[config.mk]
export PLATFORM = sky130hd
export DESIGN_NAME = llct_front
export DESIGN_NICKNAME = d
export VERILOG_FILES = /design/src/rtl/llct_pkg.sv /design/src/rtl/llct_front.sv
export SDC_FILE = /design/constraint.sdc
export NUM_CORES = 1
export LEC_CHECK = 0
export ABC_AREA = 1
export BUFFER_PORTS_ARGS = -buffer_cell sky130_fd_sc_hd__buf_2
export CAP_MARGIN = 20
export CORE_MARGIN = 2
export CORE_UTILIZATION = 42
export CTS_CLUSTER_DIAMETER = 80
export DETAILED_ROUTE_END_ITERATION = 10
export GPL_ROUTABILITY_DRIVEN = 0
export PLACE_DENSITY = 0.92
export SYNTH_ARGS = -nofsm -noshare
export SYNTH_HDL_FRONTEND = slang
export SYNTH_SLANG_ARGS = --single-unit
[constraint.sdc]
create_clock -name clk_i -period 1.6 [get_ports clk_i]
set_input_delay 0.08 -clock clk_i [delete_from_list [all_inputs] [get_ports clk_i]]
set_output_delay 0.08 -clock clk_i [all_outputs]
set_load 0.02 [all_outputs]
[src/rtl/llct_pkg.sv]
// Shared types and constants of the laser line triangulation block.
// No dependencies.
package llct_pkg;

  // laser plane geometry, unsigned, 16 fractional bits (Q8.16; S_Q16 is Q9.16)
  localparam logic [23:0] H_Q16 = 24'd13312983;
  localparam logic [23:0] B_Q16 = 24'd11962941;
  localparam logic [24:0] S_Q16 = 25'd17898254;

  localparam int unsigned JOB_DEPTH = 4;

  typedef enum logic [2:0] {
    REG_THRESHOLD = 3'd0,
    REG_SLICE_POS = 3'd1,
    REG_FOCAL_U   = 3'd2,
    REG_FOCAL_V   = 3'd3,
    REG_CENTER_U  = 3'd4,
    REG_CENTER_V  = 3'd5,
    REG_RADIAL_K1 = 3'd6,
    REG_RADIAL_K2 = 3'd7
  } reg_idx_e;

  typedef struct packed {
    logic        [7:0]  threshold;
    logic signed [31:0] slice_position;
    logic        [12:0] focal_u;
    logic        [12:0] focal_v;
    logic        [11:0] center_u;
    logic        [11:0] center_v;
    logic signed [15:0] radial_k1;
    logic signed [15:0] radial_k2;
  } cfg_t;

  // one finished column, front to back
  typedef struct packed {
    logic        hit;
    logic [11:0] col;
    logic [11:0] row;
    logic        fend;
  } job_t;

  typedef struct packed {
    logic               hit;
    logic        [11:0] col;
    logic signed [31:0] wx;
    logic signed [31:0] wy;
    logic signed [31:0] wz;
    logic               last;
  } res_t;

endpackage

[src/rtl/llct_front.sv]
// Pixel scanner: finds the first lit pixel of each column, emits one job per column.
// Uses llct_pkg.
module llct_front (
  input  logic           clk_i,
  input  logic           rst_ni,
  input  logic           accept_i,
  input  logic [7:0]     gray_i,
  input  logic [11:0]    column_i,
  input  logic [11:0]    row_i,
  input  logic           column_end_i,
  input  logic           frame_end_i,
  input  logic [7:0]     threshold_i,
  output logic           job_push_o,
  output llct_pkg::job_t job_o
);
  import llct_pkg::*;

  logic        found_q, found_d;
  logic [11:0] row_q, row_d;
  logic        lit, ends;

  assign lit  = gray_i > threshold_i;
  assign ends = column_end_i || frame_end_i;

  always_comb begin
    found_d    = found_q;
    row_d      = row_q;
    job_push_o = 1'b0;
    job_o.hit  = found_q || lit;
    job_o.col  = column_i;
    job_o.row  = found_q ? row_q : row_i;
    job_o.fend = frame_end_i;
    if (accept_i) begin
      if (ends) begin
        job_push_o = 1'b1;
        found_d    = 1'b0;
        row_d      = '0;
      end else if (!found_q && lit) begin
        found_d = 1'b1;
        row_d   = row_i;
      end
    end
  end

  always_ff @(posedge clk_i or negedge rst_ni) begin
    if (!rst_ni) begin
      found_q <= 1'b0;
      row_q   <= '0;
    end else begin
      found_q <= found_d;
      row_q   <= row_d;
    end
  end

endmodule

### Yosys cells after proc, flatten, opt, wreduce, memory -nomap -nowiden

Index checks and enable logic that the tools add are counted.

| storage, ports and cells | value |
|---|---|
| logic and storage cells | 16 |
| input port bits | 45 |
| output and inout port bits | 27 |
| register bits after elaboration | 13 |

| operators by class | value |
|---|---|
| reduce and logical (&&, ||, !) cells | 6 |
| order comparisons | 1 |
| mux-type cells | 7 |

Operators with widths:

| operator | number |
|---|---|
| two-way mux 12 bit | 3 |
| > comparator 8 bit | 1 |
| two-way mux 1 bit | 4 |
| logical OR 1 bit | 2 |
| AND reduction 2 bit | 1 |
| nonzero test 2 bit | 1 |
| logical AND 1 bit | 1 |
| logical NOT 1 bit | 1 |

### Depth between registers and ports, before layout

Gate-level depths: netlist (run 1).

| depth | value |
|---|---|
| depth after elaboration | 4 |
| depth in mapped cells | 14 |

### Least setup slack after synthesis (run 1)

Ideal clock, no wire load.

| path | value |
|---|---|
| path type | register to output |
| start point | reg found_q |
| end point | out job_o[10] (netlist name) |
| buffers on the path | 2 |
| setup slack | 0.332 ns |
| cell stages (with the launch flop) | 4 |
| arrival time | 1.188 ns |
| data required time | 1.520 ns |
| cells stage by stage | dfrtp_1 -> clkbuf_1 -> clkbuf_1 -> o21ai_0 |

RTL lines:

| item | line | source |
|---|---|---|
| from (decl) | llct_front.sv:18 | `logic found_q, found_d;` |
| from (signal assigned) | llct_front.sv:50 | `found_q <= found_d;` |
| to (decl) | llct_front.sv:14 | `output llct_pkg::job_t job_o` |

==> results of run 1 <==
-- cell families (layout without fill, tap and decap cells) --
kind of cell,Yosys count,count (layout),synth area share
adder cells (fa/ha/maj),8,8,0.09071
flip-flops,13,13,0.2948
AO/OA/AOI/OAI,16,16,0.07710
buffers and inverters,47,81,0.2154
AND/OR/NAND/NOR,81,81,0.3220
-- power by group --
group / leakage, µW / internal (µW) / total [µW] / switching (µW)
Combinational: 0.000620 / 126 / 331 / 205
Clock: 0.0000150 / 97.0 / 208 / 111
Sequential: 0.000175 / 356 / 372 / 16.1
-- layer usage --
layer / routed length, µm / up-vias / global-route usage
met5: 0 / - / 0
met4: 35 / 0 / 0.05575
met3: 132 / 2 / 0.04684
met2: 1060 / 32 / 0.2279
met1: 916 / 471 / 0.1755
li1: - / 557 / -
-- cell usage in the layout (no fill, tap or decap), drive strengths merged --
cell type,netlist,layout
a21o,2,2
a21oi,2,2
buf,16,49
clkbuf,4,4
dfrtp,13,13
dlygate4sd3,0,1
ha,8,8
inv,27,27
nand2,49,49
nand3,14,14
nand4,1,1
nor2,17,17
o21ai,12,12
-- worst max-delay path: cells and delay by family (launching register included) --
family / cells / cell delay, ns
compound gates: 1 / 0.17
buf+inv: 2 / 0.37
flops: 1 / 0.40
-- sequential cells by signal, summed over array words and instances (netlist names) --
signal   count
found_q      1
row_q       12
-- worst min path at each step --
stage	startpoint	endpoint	slack (ns)	cells after the start
floorplan	rst_ni	found_q	-0.22	0
global route	column_end_i	found_q	0.07	4
global placement	rst_ni	row_q[4]	-0.03	1
detailed placement	rst_ni	row_q[4]	-0.03	1
finish	column_end_i	found_q	0.06	4
CTS	column_end_i	found_q	0.05	4
-- cell type report --
type                    instances  area, µm²  area share
flip-flops and latches         13      325.3      0.2519
multi-input cells             105      540.5      0.4186
clock buffers                   4      26.28     0.02035
repair buffers                 50      260.3      0.2016
inverters                      27      101.3     0.07849
well taps                      30      37.54     0.02907
-- timing repair --
action                    in CTS  in global routing
hold buffers                   1                  0
hold endpoints to repair      13                  0
gates resized for setup        0                  0
-- Yosys cell counts --
cell	count	share of area
nand2_4	1	0.010
clkbuf_1	4	0.014
nand2_1	47	0.16
dfrtp_1	13	0.29
o21ai_0	12	0.054
inv_2	1	0.0034
nor2_1	16	0.054
buf_4	14	0.095
buf_2	1	0.0045
a21oi_1	2	0.0091
inv_1	26	0.088
nand2_2	1	0.0057
buf_6	1	0.010
nor2_2	1	0.0057
ha_1	8	0.091
nand4_2	1	0.011
nand3_1	13	0.059
a21o_1	2	0.014
nand3_4	1	0.016
-- metrics by stage --
stage	setup WS [ns]	cells
global route	0.2320	229
finish	0.3046	229
global placement	0.2128	224
CTS	0.2914	229
detailed placement	0.1858	224
floorplan	0.3318	165
==> impl_metrics.ini, run 1 <==
[route]
avgViaCountPerCell = 4.638
ant_nets = 0
drcViolationCount = 0
first_pass_iters = 5
detailedRoute.firstIterationViolations = 19
wire_per_inst_um = 9.362
wirelength_mm = 2.144
route.vias.total = 1062

[sta]
fmax_mhz = 771.9
post-route-period-util = 0.8097
finClkSkew_ns = 0.002642
final-hold-violation-count = 0
relSlewSlack = 0.7006
rsz0062_at_grt = no
finalMaxSlewViolations = 0
timing.setup.tns_ns = 0
setup_viol = 0
whs_ns = 0.05574
worst_pin_slew_ns = 0.4487
period_minus_slack_ns = 1.295

[critical_path]
endpoint_kind = primary output
required_ns = 1.52
r2r_slack_ns = 0.42
cp_slowest_stage_delay_ns = 0.40
crit_path_cell_trace = buf_4 -> o21ai_0 -> buf_2
cp_slowest_cell = dfrtp_1
cp-endpoint = job_o[11]
crit_fanout = 13
critical_path_class = flip-flop to primary output
r2r_end = row_q[1]
r2r-start = found_q
r2r_cells = 5
worstSetupStartpoint = found_q
arrival_ns = 1.22
cp-start-kind = flip-flop

[synthesis]
synth.cell_area_um2 = 1104
ys.warnings.count = 0
syn_area_per_cell_um2 = 6.688
synth-seq-cells = 13
yosysSeqAreaShare = 0.2948
netlist_instances = 165
synth_nets = 218
yosysUniqueCellTypes = 19

[power_and_ir_drop]
p_leak_uw = 0.0008097
powerDensity_nw_per_um2 = 705.6
power.total_uw = 911.2
ir_drop_v = 0.0003284

[grt]
grt_max_degree = 15
grt_pass1_vias = 897
grt_overflow = 0
antenna_found_initial = 0
grt_pass1_wl_mm = 3.588
grt.total_usage = 0.1419

[clocking]
cts_tree = done
clockBufferDepth = 2
clk_pin_slew_ns = 0.08
cts_setup_buffers = 0
cts.htree.levels = 1
clkSinkCount = 13
clkLatencyLatePin_ns = 0.28
clockRootBuffer = clkbuf_4
numCtsBuffers = 3

[cells_and_area]
fin_area_um2 = 1291
fillers = 253
nets = 253
diodes = 0
final_core_util = 0.5212
area_growth_pct = 17.01
drive_gt1_frac = 0.2915

[floorplan]
fp.dieW_um = 55.26
placementRows = 18
start_util = 0.4455
ioPinCount = 72
die_height_um = 55.26
dieArea_um2 = 3054
core_um2 = 2477

[run_status]
status = finished clean

[placed_design]
io_buffers = 47
dp_hpwl_mm = 1.718
placed_cell_area_um2 = 1255

[hold_path]
hold_path.class = primary input to flip-flop

[job]
cap_violations = 0
Power figures use the tool's default switching activity.
==> inputs of run 2 (changes only) <==
==> constraint.sdc (replaced) <==
create_clock -name clk_i -period 1.2 [get_ports clk_i]
set_input_delay 0.06 -clock clk_i [delete_from_list [all_inputs] [get_ports clk_i]]
set_output_delay 0.06 -clock clk_i [all_outputs]
set_load 0.02 [all_outputs]
==> run 2 against run 1 <==
Against the previous run: the flow now finishes with violations (negative setup slack); critical path depth increased by 1; sequential share of layout area shrank 3.6 points; cell area up 17%; worst setup slack got worse by 0.38 ns; first-iteration DRC count increased by 74%; clock skew grew 0.0016 ns; global-route usage rose by 4.7 points; combinational power grew 89%; core utilization grew 8.9 points; non-clock buffer count rose by 9; via count grew 9.5%.
==> impl_metrics.ini, run 2 (synthesized netlist as in run 1, its figures left out) <==
[run_status]
status = finished, violations left
failed_checks = negative setup slack

[cells_and_area]
final_common_cell = nand2_1
top_regs = row_q: 12 flops, found_q: 1 flops
final_core_util = 0.6101
drive_gt1_frac = 0.3846
largest_reg_flops = 12
diodes = 0
most-common-layout-cells = nand2_1 (46), buf_2 (34), inv_1 (26)
nets = 262
area_growth_pct = 36.96
largest-register = row_q

[job]
cap_violations = 0

[clocking]
cts_tree = done
numCtsBuffers = 3
clkSinkCount = 13
clockRootBuffer = clkbuf_4
clockBufferDepth = 2
cts.htree.levels = 1
clkLatencyLatePin_ns = 0.28
clk_pin_slew_ns = 0.08

[route]
avgViaCountPerCell = 4.887
top_layer = met4
first_pass_iters = 4
wl_met2_mm = 1.453
detailedRoute.firstIterationViolations = 33
drcViolationCount = 0
ant_nets = 0
wirelength_mm = 2.790
route.vias.total = 1163
wirelength_met1_mm = 1.095
wl_met3_um = 184
wire_per_inst_um = 11.72

[floorplan]
placementRows = 18
dieArea_um2 = 3054
ioPinCount = 72
fp.dieW_um = 55.26
core_um2 = 2477
start_util = 0.4455
die_height_um = 55.26

[critical_path]
arrival_ns = 1.21
cp_slowest_stage_delay_ns = 0.46
required_ns = 1.14
critical_path_class = flip-flop to primary output
crit_fanout = 10
endpoint_kind = primary output
crit_path_cell_trace = buf_6 -> nand2_1 -> o21ai_4 -> buf_6
r2r_slack_ns = -0.02
critical-path-top-delay-family = flip-flops
cp_slowest_cell = dfrtp_2
cp-start-kind = flip-flop
path_buf_inv = 2
cpMostUsedCell = buf_6

[grt]
antenna_found_initial = 0
grt_overflow = 0
grt.total_usage = 0.1891
grt_pass1_vias = 1111
grt_max_degree = 14
grt_pass1_wl_mm = 4.574

[sta]
worst_pin_slew_ns = 0.3666
fmax_mhz = 784.6
finClkSkew_ns = 0.004222
post-route-period-util = 1.062
layout_setup_ws_ns = -0.07453
period_minus_slack_ns = 1.275
timing.setup.tns_ns = -0.5200
relSlewSlack = 0.7553
rsz0062_at_grt = yes
setup_viol = 15
final-hold-violation-count = 0
finalMaxSlewViolations = 0

[power_and_ir_drop]
powerDensity_nw_per_um2 = 930.1
ir_drop_v = 0.0004957
p_leak_uw = 0.0009056

[placed_design]
dp_hpwl_mm = 1.841
pre_cts_ws_ns = -0.1752
io_buffers = 47

[hold_path]
hold_path.class = primary input to flip-flop
run 2: cell count changes in the layout (fill, tap and decap cells not counted), sizes merged:
cell and change:
buf +9
run 2: metrics by stage:
step / hold WS [ns] / area (µm²) / total power, µW / cells
5_1_grt: 0.03945 / 1511 / 1498 / 238
6_report: 0.03697 / 1511 / 1406 / 238
4_1_cts: 0.04183 / 1468 / 1368 / 237
2_1_floorplan: -0.2356 / 1104 / 860.2 / 165
3_5_place_dp: -0.04685 / 1292 / 972.2 / 229
3_3_place_gp: -0.04657 / 1292 / 961.4 / 229
run 2: metal layers:
layer,global-route usage,vias to the layer above
met1,0.2065,533
li1,-,579
met2,0.3214,44
met5,0,-
met4,0.1220,0
met3,0.04918,7
run 2: final timing paths:
kind / startpoint / endpoint / cells past startpoint
worst min-delay path: column_end_i / found_q / 4
min in group asynchronous: rst_ni / row_q[8] / 2
worst max register to register: found_q / row_q[0] / 5
worst min register to register: row_q[1] / row_q[1] / 2
worst max-delay path: found_q / job_o[6] / 4
max in group asynchronous: rst_ni / found_q / 2
run 2: worst min-delay path: stages:
cell and delay (ns):
buf_2 0.07, nor2_1 0.05, nand2_1 0.06, nand2_1 0.04
run 2: cell type report:
type	count	area (µm²)
tap	30	37.54
clock buffer	4	26.28
sequential	13	326.6
inverter	27	101.3
timing repair buffer	59	412.9
multi-input combinational	105	606.8
fill	222	965.9
run 2: timing repair:
action,CTS,global route
hold buffers,1,0
gates cloned,2,0
setup buffers,1,1
endpoints found under the setup margin,13,26
hold endpoints to repair,13,0
gates resized for setup,50,7
pin swaps,6,1
run 2: power breakdown:
group | switching (µW) | leakage, µW | internal (µW)
clock | 146 | 0.0000150 | 129
sequential | 30.5 | 0.000173 | 476
combinational | 335 | 0.000717 | 289
