<file path="src/rtl/llct_pkg.sv">
// Shared types and constants of the laser line triangulation block.
// No dependencies.
package llct_pkg;

  // laser plane geometry, unsigned, 16 fractional bits (Q8.16; S_Q16 is Q9.16)
  localparam logic [23:0] H_Q16 = 24'd13312983;
  localparam logic [23:0] B_Q16 = 24'd11962941;
  localparam logic [24:0] S_Q16 = 25'd17898254;

  localparam int unsigned JOB_DEPTH = 4;

  typedef enum logic [2:0] {
    REG_THRESHOLD = 3'd0,
    REG_SLICE_POS = 3'd1,
    REG_FOCAL_U   = 3'd2,
    REG_FOCAL_V   = 3'd3,
    REG_CENTER_U  = 3'd4,
    REG_CENTER_V  = 3'd5,
    REG_RADIAL_K1 = 3'd6,
    REG_RADIAL_K2 = 3'd7
  } reg_idx_e;

  typedef struct packed {
    logic        [7:0]  threshold;
    logic signed [31:0] slice_position;
    logic        [12:0] focal_u;
    logic        [12:0] focal_v;
    logic        [11:0] center_u;
    logic        [11:0] center_v;
    logic signed [15:0] radial_k1;
    logic signed [15:0] radial_k2;
  } cfg_t;

  // one finished column, front to back
  typedef struct packed {
    logic        hit;
    logic [11:0] col;
    logic [11:0] row;
    logic        fend;
  } job_t;

  typedef struct packed {
    logic               hit;
    logic        [11:0] col;
    logic signed [31:0] wx;
    logic signed [31:0] wy;
    logic signed [31:0] wz;
    logic               last;
  } res_t;

endpackage

</file>
<file path="src/rtl/llct_fifo.sv">
// Short job queue between the pixel scanner and the triangulation sequencer.
// Uses llct_pkg.
module llct_fifo (
  input  logic          clk_i,
  input  logic          rst_ni,
  input  logic          wr_i,
  input  llct_pkg::job_t wdata_i,
  output logic          full_o,
  input  logic          rd_i,
  output logic          valid_o,
  output llct_pkg::job_t rdata_o
);
  import llct_pkg::*;

  localparam int unsigned AW = $clog2(JOB_DEPTH);

  job_t            mem_q [JOB_DEPTH];
  logic [AW-1:0]   wptr_q, rptr_q;
  logic [AW:0]     cnt_q;
  logic            do_wr, do_rd;

  assign full_o  = (cnt_q == (AW+1)'(JOB_DEPTH));
  assign valid_o = (cnt_q != '0);
  assign rdata_o = mem_q[rptr_q];
  assign do_wr   = wr_i && !full_o;
  assign do_rd   = rd_i && valid_o;

  always_ff @(posedge clk_i) begin
    if (do_wr) begin
      mem_q[wptr_q] <= wdata_i;
    end
  end

  always_ff @(posedge clk_i or negedge rst_ni) begin
    if (!rst_ni) begin
      wptr_q <= '0;
      rptr_q <= '0;
      cnt_q  <= '0;
    end else begin
      if (do_wr) wptr_q <= wptr_q + 1'b1;
      if (do_rd) rptr_q <= rptr_q + 1'b1;
      if (do_wr && !do_rd) cnt_q <= cnt_q + 1'b1;
      else if (do_rd && !do_wr) cnt_q <= cnt_q - 1'b1;
    end
  end

endmodule

</file>
<file path="config.mk">
export PLATFORM = sky130hd
export DESIGN_NAME = llct_fifo
export DESIGN_NICKNAME = d
export VERILOG_FILES = /design/src/rtl/llct_pkg.sv /design/src/rtl/llct_fifo.sv
export SDC_FILE = /design/constraint.sdc
export NUM_CORES = 1
export LEC_CHECK = 0
export BUFFER_PORTS_ARGS = -buffer_cell sky130_fd_sc_hd__buf_4
export CAP_MARGIN = 20
export CORE_UTILIZATION = 45
export DETAILED_ROUTE_END_ITERATION = 16
export GPL_ROUTABILITY_DRIVEN = 0
export GPL_TIMING_DRIVEN = 0
export PLACE_DENSITY = 0.74
export REMOVE_ABC_BUFFERS = 1
export SYNTH_ARGS = -nofsm -noshare
export SYNTH_HDL_FRONTEND = slang
export SYNTH_SLANG_ARGS = --single-unit
</file>
<file path="constraint.sdc">
create_clock -name clk_i -period 2.23 [get_ports clk_i]
set_input_delay 0.446 -clock clk_i [delete_from_list [all_inputs] [get_ports clk_i]]
set_output_delay 0.446 -clock clk_i [all_outputs]
set_load 0.05 [all_outputs]
</file>
After elaboration in Yosys (flattened, before gate mapping)
Memory sizes are Yosys's and may differ from the RTL's.
Index checks and enable logic that the tools add are counted.
{"block": "word_totals", "regBits": 7, "ram_bits": 104, "input_bits": 30, "output_inout_bits": 28, "memories": 1}
{"name": "mem_q", "words": 4, "word_bits": 26, "read_ports": 1, "rd_clocked_by_memory_dff": 0, "write_ports": 1, "line_no": "llct_fifo.sv:17", "source": "job_t mem_q [JOB_DEPTH];"}
{"block": "op_classes", "add_sub_neg": 4, "eq_ne": 1, "n_mux": 4, "reduce_logical": 9}
{"op": "two-way mux 3 bit", "n": 2}
{"op": "adder 2 x 1 -> 2 bit (second input constant)", "n": 2}
{"op": "logical AND 1 bit", "n": 4}
{"op": "adder 3 x 1 -> 3 bit (second input constant)", "n": 1}
{"op": "== test 3 bit (second input constant)", "n": 1}
{"op": "zero test 1 bit", "n": 3}
{"op": "nonzero test 3 bit", "n": 1}
{"op": "subtractor 3 x 1 -> 3 bit (second input constant)", "n": 1}
{"op": "two-way mux 1 bit", "n": 2}
{"op": "nonzero test 2 bit", "n": 1}

Logic depth before layout (Yosys ltp)
Gate-level depths: netlist of run 1.
{"block": "depth", "depth_word": 7, "mapped_depth": 9, "mapped_depth_nobuf": 8}

Worst setup path before layout of run 1
OpenSTA, ideal clock, no wires.
{"block": "synth_path", "path_type": "reg2reg", "start": "register cnt_q[0]", "end": "register cnt_q[1]", "t_arrival_ns": 2.345, "required_time_ns": 2.105, "slack_ns": -0.239, "path_stages_with_launch": 8, "n_path_buf": 1, "synth_period_minus_slack_ns": 2.469, "cell_sequence": "dfrtp_1 nor3b_2 nor2b_1 buf_6 ha_1 inv_1 fa_1 mux2_2"}
{"block": "synth_between", "elab_chain_cells": 6, "elab_cells_between_ends": 14, "cone_classes": "add/sub (2); eq/ne (1); mux (2); reduce/logical (9)"}
{"item": "start: declaration", "line_no": "llct_fifo.sv:19", "source": "logic [AW:0] cnt_q;"}
{"item": "start signal: assignment", "line_no": "llct_fifo.sv:42", "source": "if (do_wr && !do_rd) cnt_q <= cnt_q + 1'b1;"}
{"item": "start signal: assignment", "line_no": "llct_fifo.sv:43", "source": "else if (do_rd && !do_wr) cnt_q <= cnt_q - 1'b1;"}
{"item": "== test 3 bit (*)", "line_no": "llct_fifo.sv:22", "source": "assign full_o = (cnt_q == (AW+1)'(JOB_DEPTH));"}
{"item": "via full_o", "line_no": "llct_fifo.sv:8", "source": "output logic full_o,"}
{"item": "zero test 1 bit (*)", "line_no": "llct_fifo.sv:25", "source": "assign do_wr = wr_i && !full_o;"}
{"item": "logical AND 1 bit (*)", "line_no": "llct_fifo.sv:25"}
{"item": "via do_wr", "line_no": "llct_fifo.sv:20", "source": "logic do_wr, do_rd;"}
{"item": "zero test 1 bit", "line_no": "llct_fifo.sv:43"}
{"item": "logical AND 1 bit", "line_no": "llct_fifo.sv:43"}
{"item": "nonzero test 2 bit (no line)"}
Mark *: on every way through the listed nets, which the timed path passes. The rest lies on a longest branch. The select of a mux whose other input is x is not followed.
A chain may end at the register's enable or synchronous reset.

==> reports/metrics.cfg, run 1 <==
[outcome]
status = finished, violations left
violations = setup timing

[setup_path]
cp_slowest_stage_delay_ps = 540
path_max_fanout = 6
cp-start-kind = register
crit_slowest_cell = dfrtp_4
crit_required_ps = 1780
crit_type = reg2out
end_kind = output pin
reg2reg_depth = 8
cp_cell_sequence = buf_12 -> buf_12 -> mux4_2 -> buf_6
path_common_cell = buf_12
worstPathArrival_ps = 1820

[layout]
syn_to_final_growth_pct = 25.3
nNetsFinal = 283
multi_input_area_sq_um = 817
antenna_cells = 0
fillers = 660
seq_area_sq_um = 3310
drive_above_1_share_pct = 48.8
fin_util_pct = 59.6
stdcell_area_sq_um = 5300

[placed_design]
pre_cts_slack_ps = -122
dp_hpwl_microns = 4220
place_area_sq_um = 4850
portBuffers = 57

[synth]
yosysTopAreaCell = edfxtp_1
yosysWarnings = 0
synth_area_leaders = edfxtp_1 74%, mux4_2 9.6%, mux4_1 5.0%
avgSynthCellArea_sq_um = 24.7
yosysSeqAreaShare_pct = 78.0
ys_ff_latch = 111
yosysTopAreaCellShare_pct = 73.9
post_synth_num_cell_types = 21
netlist_instances = 171
synth_area_sq_um = 4230

[pwr]
p_per_area_nw_per_um2 = 1510
max-vdd-ir-drop_mv = 0.748
p_leak_nw = 1.86
netSwitchingFraction_pct = 37.4
p_clk_share_pct = 15.1
p_sw_w = 0.00300
combPwrFrac_pct = 47.6
intPower_w = 0.00502
seq_power_share_pct = 37.3

[clock_tree]
numCtsBuffers = 9
cts_sinks = 111
cts_tree = yes
cts-root-buf = clkbuf_8
htreeDepth = 3
cts_buffer_depth = 2
clk_latency_ps = 370
clk_pin_slew_ps = 110

[global_route]
met2_usage_pct = 26.3
grt.overflow.total = 0
grt_max_degree = 20
grt.busiest_layer = met2
grt_util_all_layers_pct = 16.0
antenna_found_initial = 0
grt_pass1_wl_microns = 11200
grt_use_met3_pct = 4.82
grt_pass1_vias = 2016
grt_util_met1_pct = 20.3

[die]
ios = 58
die_h_microns = 98.9
rows = 34
die_width_microns = 98.9
core_area_sq_um = 8890
die_area_sq_um = 9780
initial_core_util_pct = 47.5

[timing]
setup_viol = 10
finalCriticalPeriod_ps = 2270
slew_viol_final = 0
rsz0062_at_grt = yes
hold_slack_ps = 267
tightest_slew_ps = 451
fin_skew_ps = 13.2
maxSlewHeadroom_pct = 69.9
min_period_over_period_pct = 102
tns_ps = -185
max_freq_mhz = 441
hold_violations = 0
worst_slack_ps = -37.5

[min_path]
hold_depth = 1
hp-class = in2reg

[drt]
routed_wl_microns = 7010
wire_per_inst_microns = 19.5
final_antenna_net_count = 0
avgViaCountPerCell = 5.23
vias = 1882
drt_first_pass_iters = 4
drt-initial-drc-count = 40
drc = 0

[flow_run]
maxCapViolCount = 0

[cell families (layout without fill, tap and decap cells)]
logic type    Yosys count  after routing  share of synthesized area, %
mux                    28             28                          15.2
xor+xnor                6              6                          1.24
simple gates           10             10                          1.48
buf+inv                10             91                          2.10
flops                 111            111                          78.0
fa+ha+maj               6              6                          1.95
[per-layer routing]
| metal | vias to the layer above | routed length, microns |
|---|---|---|
| li1 | 853 | - |
| met1 | 973 | 3120 |
| met2 | 45 | 3560 |
| met3 | 11 | 269 |
| met4 | 0 | 66 |
| met5 | - | 0 |
[final timing paths]
kind | from | endpoint | slack (ps)
max | rptr_q[0] | rdata_o[11] | -40
min | wdata_i[22] | mem_q[1][22] | 270
max reg2reg | cnt_q[0] | cnt_q[2] | 140
min reg2reg | cnt_q[2] | cnt_q[2] | 490
max in group asynchronous | rst_ni | rptr_q[1] | 1690
min in group asynchronous | rst_ni | cnt_q[2] | 400
[cells in the mapped netlist]
| cell | n |
|---|---|
| inv_1 | 3 |
| buf_2 | 3 |
| or3_1 | 1 |
| nor3b_2 | 1 |
| buf_6 | 2 |
| nand3_1 | 1 |
| dfrtp_1 | 7 |
| mux4_2 | 18 |
| nor2b_1 | 1 |
| xnor2_1 | 4 |
| nor2_1 | 1 |
| fa_1 | 1 |
| edfxtp_1 | 104 |
| and2_1 | 4 |
| nand2_1 | 1 |
| mux4_1 | 8 |
| buf_12 | 2 |
| mux2_2 | 1 |
| xor2_1 | 2 |
| ha_1 | 5 |
| mux2_4 | 1 |
[layout make-up]
| type | count | share of cell area (%) |
|---|---|---|
| sequential | 111 | 62.5 |
| multi-input combinational | 50 | 15.4 |
| timing repair buffer | 72 | 15.4 |
| clock buffer | 12 | 3.36 |
| tap | 108 | 2.55 |
| clock inverter | 4 | 0.638 |
| inverter | 3 | 0.213 |
[worst max-delay path, delay by kind of cell (launching register included)]
family | cells | cell delay (ps)
flip-flops | 1 | 540
multiplexers | 1 | 450
buffers and inverters | 3 | 450
[power by group through the flow]
stage / clock network [W] / logic, W / registers, W
final: 0.00121 / 0.00382 / 0.00299
after global routing: 0.00130 / 0.00401 / 0.00304
after CTS: 0.00124 / 0.00389 / 0.00301
after detailed placement: 0 / 0.00312 / 0.00315
after global placement: 0 / 0.00288 / 0.00318
after floorplan: 0 / 0.00214 / 0.00306
[cells in the final DEF (no fill, tap or decap), types with 2 or more instances in the layout]
cell type,instances
edfxtp_1,104
buf_16,5
inv_1,3
clkbuf_16,2
clkbuf_8,9
buf_4,33
and2_2,4
mux4_2,26
dfrtp_4,2
buf_12,4
buf_6,26
xor2_1,2
dfrtp_1,4
ha_1,5
buf_8,3
xnor2_1,4
[metrics by stage]
| stage | power (W) | cells |
|---|---|---|
| CTS | 0.00815 | 361 |
| global placement | 0.00606 | 329 |
| global route | 0.00836 | 360 |
| detailed placement | 0.00627 | 334 |
| floorplan | 0.00521 | 164 |
| finish | 0.00802 | 360 |
[sequential cells by signal (all words and copies together) (netlist names)]
signal and cells:
rptr_q 2, wptr_q 2, mem_q 104, cnt_q 3
[timing repair]
action,CTS,global route
endpoints found under the setup margin,87,24
endpoints found under the hold margin,7,0
hold buffers,1,0
cloned,1,0
setup buffers,9,2
resized for setup,45,5
(Power assumes the default switching activity.)
==> run 2: changes to the inputs <==
==> constraint.sdc (replaced) <==
create_clock -name clk_i -period 2.23 [get_ports clk_i]
set_input_delay 0.3345 -clock clk_i [delete_from_list [all_inputs] [get_ports clk_i]]
set_output_delay 0.3345 -clock clk_i [all_outputs]
set_load 0.05 [all_outputs]
==> run 2 against run 1 <==
The flow now finishes without violations. Flip-flop and latch count unchanged. Die area stayed put. Register-to-register slack about the same. Largest cell class unchanged. Highest routed layer unchanged. Core utilization decreased by 1.5 points. Clock skew rose by 1.5 ps. Sequential power about the same. Fmax up 5.6%. Global-route usage shrank 0.77 points.
==> reports/metrics.cfg, run 2 (synthesis results as in run 1) <==
[die]
die_h_microns = 98.9  ; unchanged
die_width_microns = 98.9  ; unchanged
die_area_sq_um = 9780  ; unchanged
rows = 34  ; unchanged
core_area_sq_um = 8890  ; unchanged
ios = 58  ; unchanged
initial_core_util_pct = 47.5  ; unchanged

[clock_tree]
htreeDepth = 3  ; unchanged
clk_latency_ps = 370  ; about the same
cts_tree = yes
numCtsBuffers = 9  ; unchanged
cts_buffer_depth = 2  ; unchanged
cts-root-buf = clkbuf_8
cts_sinks = 111  ; unchanged
clk_pin_slew_ps = 110  ; about the same

[layout]
syn_to_final_growth_pct = 22.0
drive_above_1_share_pct = 45.2  ; -3.6 points
fillers = 663  ; +0.45%
antenna_cells = 0  ; unchanged
regMostFlops = mem_q
most-common-layout-cells = 104 x edfxtp_1, 60 x buf_4, 18 x mux4_2
top_regs = mem_q (104), cnt_q (3)
multi_input_area_sq_um = 850  ; +4.0%
seq_area_sq_um = 3300  ; about the same
largest_reg_flops = 104  ; unchanged
nNetsFinal = 279  ; -1.4%
final_common_cell = edfxtp_1

[min_path]
hp-class = in2reg

[timing]
setup_viol = 0  ; -10
maxSlewHeadroom_pct = 70.7  ; +0.73 points
hold_slack_ps = 155  ; -112 ps
slew_viol_final = 0  ; unchanged
finalCriticalPeriod_ps = 2150  ; -121 ps
max_freq_mhz = 466  ; +5.6%
rsz0062_at_grt = no
min_period_over_period_pct = 96.3  ; -5.4 points
hold_violations = 0  ; unchanged
tns_ps = 0  ; +185 ps
fin_skew_ps = 14.7  ; +1.51 ps
tightest_slew_ps = 440  ; -10.9 ps

[drt]
top_layer_used = met4
route.met3.wl_microns = 251  ; -6.7%
m1WireLength_microns = 2970  ; -4.7%
final_antenna_net_count = 0  ; unchanged
drt-initial-drc-count = 30  ; -25%
drc = 0  ; unchanged
routed_wl_microns = 6780  ; -3.4%
wire_per_inst_microns = 19.0  ; -2.3%
avgViaCountPerCell = 5.22  ; about the same
drt_first_pass_iters = 4  ; unchanged
met2_length_microns = 3510  ; -1.3%
vias = 1860  ; -1.2%

[pwr]
p_per_area_nw_per_um2 = 1470  ; -3.2%
max-vdd-ir-drop_mv = 0.708  ; -5.3%
p_leak_nw = 1.83  ; -1.8%

[setup_path]
cp-start-kind = register
crit_required_ps = 1900  ; +120 ps
end_kind = output pin
crit_type = reg2out
path_max_fanout = 5  ; -1
worstPathArrival_ps = 1810  ; about the same

[global_route]
grt_pass1_wl_microns = 10600  ; -5.4%
grt_pass1_vias = 1965  ; -2.5%
grt.overflow.total = 0  ; unchanged
antenna_found_initial = 0  ; unchanged
grt_max_degree = 20  ; unchanged
grt_util_all_layers_pct = 15.2  ; -0.77 points

[flow_run]
maxCapViolCount = 0  ; unchanged

[placed_design]
portBuffers = 57  ; unchanged
dp_hpwl_microns = 4220  ; unchanged

[outcome]
status = completed

run 2: area by class of cell:
cell class	count	share of cell area [%]
clock buffers	12	3.44
clock inverters	4	0.655
inverters	3	0.218
multi-input cells	50	16.5
flip-flops and latches	111	64.1
well taps	108	2.62
repair buffers	68	12.5
run 2: power by group:
| part | switching (W) | total (W) | internal, W |
|---|---|---|---|
| clock | 0.000656 | 0.00121 | 0.000555 |
| combinational | 0.00201 | 0.00336 | 0.00135 |
| sequential | 0.000210 | 0.00298 | 0.00277 |
run 2: stage by stage:
step	std cells	utilization [%]	instance area, sq um	power [W]	worst slack [ps]
after global routing	356	58.0	5160	0.00787	2.72
after detailed placement	334	54.6	4850	0.00627	-116
final	356	58.0	5160	0.00756	83.0
after CTS	356	58.0	5150	0.00765	56.3
after global placement	329	53.0	4710	0.00606	-582
after floorplan	164	-	4150	0.00521	-292
run 2: layer usage:
layer  vias up  GRT usage (%)
li1        855              -
met1       955           18.7
met2        45           25.4
met3         5           4.82
met4         0           5.86
met5         -              0
run 2: path summary, 6_finish.rpt:
kind                           endpoint  cells past startpoint  slack [ps]   startpoint
max in group asynchronous     rptr_q[0]                      2        1800       rst_ni
hold reg to reg                cnt_q[2]                      1         490     cnt_q[2]
min in group asynchronous      cnt_q[0]                      2         290       rst_ni
setup reg to reg               cnt_q[2]                      8         140     cnt_q[0]
hold / removal             mem_q[3][24]                      1         160  wdata_i[24]
setup / recovery            rdata_o[25]                      3          80    rptr_q[0]
run 2: timing repair:
| item | 4_1_cts | 5_1_grt |
|---|---|---|
| hold buffers | 1 | 0 |
| hold endpoints to repair | 7 | 0 |
| setup endpoints to repair | 87 | 1 |
| resized for setup | 7 | 2 |
| setup buffers | 5 | 0 |
run 2: critical path, cell delays in order, from the launching register on:
cell	delay, ps
dfrtp_4	510
buf_4	160
mux4_1	560
buf_4	210
==> run 3: changes to the inputs <==
- PLACE_DENSITY: 0.74 -> 0.76
- clock period: 2.23 -> 1.95 ns (I/O delays scaled with it)
==> run 3 against run 2 <==
Power is 20% higher. Largest cell class unchanged. The run now ends with setup timing left. Worst setup slack worse by 200 ps. Register-to-register slack worse by 120 ps. Worst hold slack worse by 30 ps. Die area stayed put. First-iteration DRC count grew to 2.7 times the previous value. Global-route usage is 0.22 points higher. Sequential power is 14% higher. Final cell count is 2.5% higher.
==> reports/metrics.cfg, run 3 (synthesis results as in run 1) <==
[timing]
hold_violations = 0  ; unchanged
worst_slack_ps = -115  ; -198 ps
finalCriticalPeriod_ps = 2060
slew_viol_final = 0  ; unchanged
max_freq_mhz = 484
setup_viol = 26  ; +26
fin_skew_ps = 7.41  ; -7.28 ps
rsz0062_at_grt = yes
tightest_slew_ps = 712  ; +272 ps
maxSlewHeadroom_pct = 52.6  ; -18 points
min_period_over_period_pct = 106
hold_slack_ps = 125  ; -30.3 ps

[drt]
m1WireLength_microns = 3180  ; +7.1%
routed_wl_microns = 7060  ; +4.1%
top_layer_used = met4
wire_per_inst_microns = 19.3  ; +1.6%
met2_length_microns = 3560  ; +1.6%
vias = 1892  ; +1.7%
drt-initial-drc-count = 80  ; +170%
final_antenna_net_count = 0  ; unchanged
drc = 0  ; unchanged
avgViaCountPerCell = 5.18  ; -0.79%
route.met3.wl_microns = 218  ; -13%
drt_first_pass_iters = 4  ; unchanged

[setup_path]
worstPathArrival_ps = 1770  ; -40 ps
end_kind = output pin
crit_type = reg2out
r2r_start = cnt_q[0]
cp-startpoint = rptr_q[0]
path_max_fanout = 9  ; +4
crit_required_ps = 1660  ; -240 ps
cp-start-kind = register

[die]
rows = 34  ; unchanged
die_h_microns = 98.9  ; unchanged
core_area_sq_um = 8890  ; unchanged
ios = 58  ; unchanged
die_area_sq_um = 9780  ; unchanged
initial_core_util_pct = 47.5  ; unchanged
die_width_microns = 98.9  ; unchanged

[global_route]
grt.overflow.total = 0  ; unchanged
grt_pass1_wl_microns = 10900  ; +3.3%
grt_pass1_vias = 2089  ; +6.3%
grt_util_all_layers_pct = 15.5  ; +0.22 points
grt_max_degree = 27  ; +35%
antenna_found_initial = 0  ; unchanged

[clock_tree]
clk_pin_slew_ps = 110  ; about the same
cts_buffer_depth = 2  ; unchanged
cts-root-buf = clkbuf_8
numCtsBuffers = 9  ; unchanged
cts_sinks = 111  ; unchanged
clk_latency_ps = 350  ; -20 ps
htreeDepth = 3  ; unchanged
cts_tree = yes

[layout]
regMostFlops = mem_q
fillers = 648  ; -2.3%
stdcell_count = 365  ; +2.5%
most-common-layout-cells = 104 x edfxtp_1, 42 x buf_4, 27 x buf_6
nNetsFinal = 288  ; +3.2%
top_regs = mem_q (104), cnt_q (3)
antenna_cells = 0  ; unchanged
stdcell_area_sq_um = 5290  ; +2.6%
syn_to_final_growth_pct = 25.2
drive_above_1_share_pct = 52.1  ; +7.0 points
final_common_cell = edfxtp_1
largest_reg_flops = 104  ; unchanged

[placed_design]
post-place-cells = 333  ; -0.30%
place_area_sq_um = 4820  ; -0.67%
dp_hpwl_microns = 4130  ; -2.2%
portBuffers = 57  ; unchanged
pre_cts_slack_ps = -330  ; -214 ps

[outcome]
status = finished, violations left
violations = setup timing

[pwr]
p_leak_nw = 1.86  ; +1.7%
p_per_area_nw_per_um2 = 1710  ; +17%
max-vdd-ir-drop_mv = 1.10  ; +56%

[flow_run]
maxCapViolCount = 0  ; unchanged

[min_path]
worstHoldStart = wdata_i[1]
hp-class = in2reg

run 3: cell types whose count changed in the layout (fill, tap and decap cells not counted), sizes merged:
cell	delta
clkinvlp	+2
buf	+8
inv	+1
clkbuf	-2
run 3: path summary, 6_finish.rpt:
check                      cells past startpoint     endpoint  slack, ps
max reg2reg                                    7     cnt_q[1]         20
max in group asynchronous                      2    rptr_q[0]       1540
min                                            1  mem_q[0][1]        120
max                                            3  rdata_o[17]       -110
min in group asynchronous                      2     cnt_q[1]        270
min reg2reg                                    1    wptr_q[1]        590
run 3: repair_timing:
action	CTS	global route
resized for setup	47	4
endpoints found under the hold margin	7	0
setup buffers	8	5
setup endpoints to repair	132	69
pin swaps	4	6
gates cloned	1	1
hold buffers	1	0
run 3: cell type report:
type                            count  area, sq um  share of cell area (%)
Inverter                            3         11.3                   0.213
Clock inverter                      7         55.1                    1.04
Tap cell                          108          135                    2.55
Clock buffer                        9          124                    2.34
Timing Repair Buffer               77          805                    15.2
Sequential cell                   111         3300                    62.5
Multi-Input combinational cell     50          856                    16.2
run 3: critical path: stages, from the launching register on:
cell	delay (ps)
dfrtp_4	530
buf_12	170
mux4_2	540
buf_6	180
run 3: per-stage QoR:
step / setup TNS, ps / util [%] / total power (W)
detailed placement: -23830 / 54.2 / 0.00715
floorplan: -43420 / - / 0.00596
global placement: -89890 / 53.0 / 0.00693
finish: -2090 / 59.5 / 0.00906
global route: -3870 / 59.5 / 0.00944
CTS: -2290 / 58.8 / 0.00904
run 3: metal layers:
layer  global-route usage [%]  vias to the layer above
met5                        0                        -
met4                     6.77                        0
met3                     3.33                        8
met2                     25.4                       45
met1                     20.0                      972
li1                         -                      867
run 3: power by group:
group	internal [W]	total, W	switching (W)
Combinational	0.00194	0.00441	0.00247
Sequential	0.00318	0.00339	0.000216
Clock	0.000479	0.00126	0.000781
Total	0.00559	0.00906	0.00347
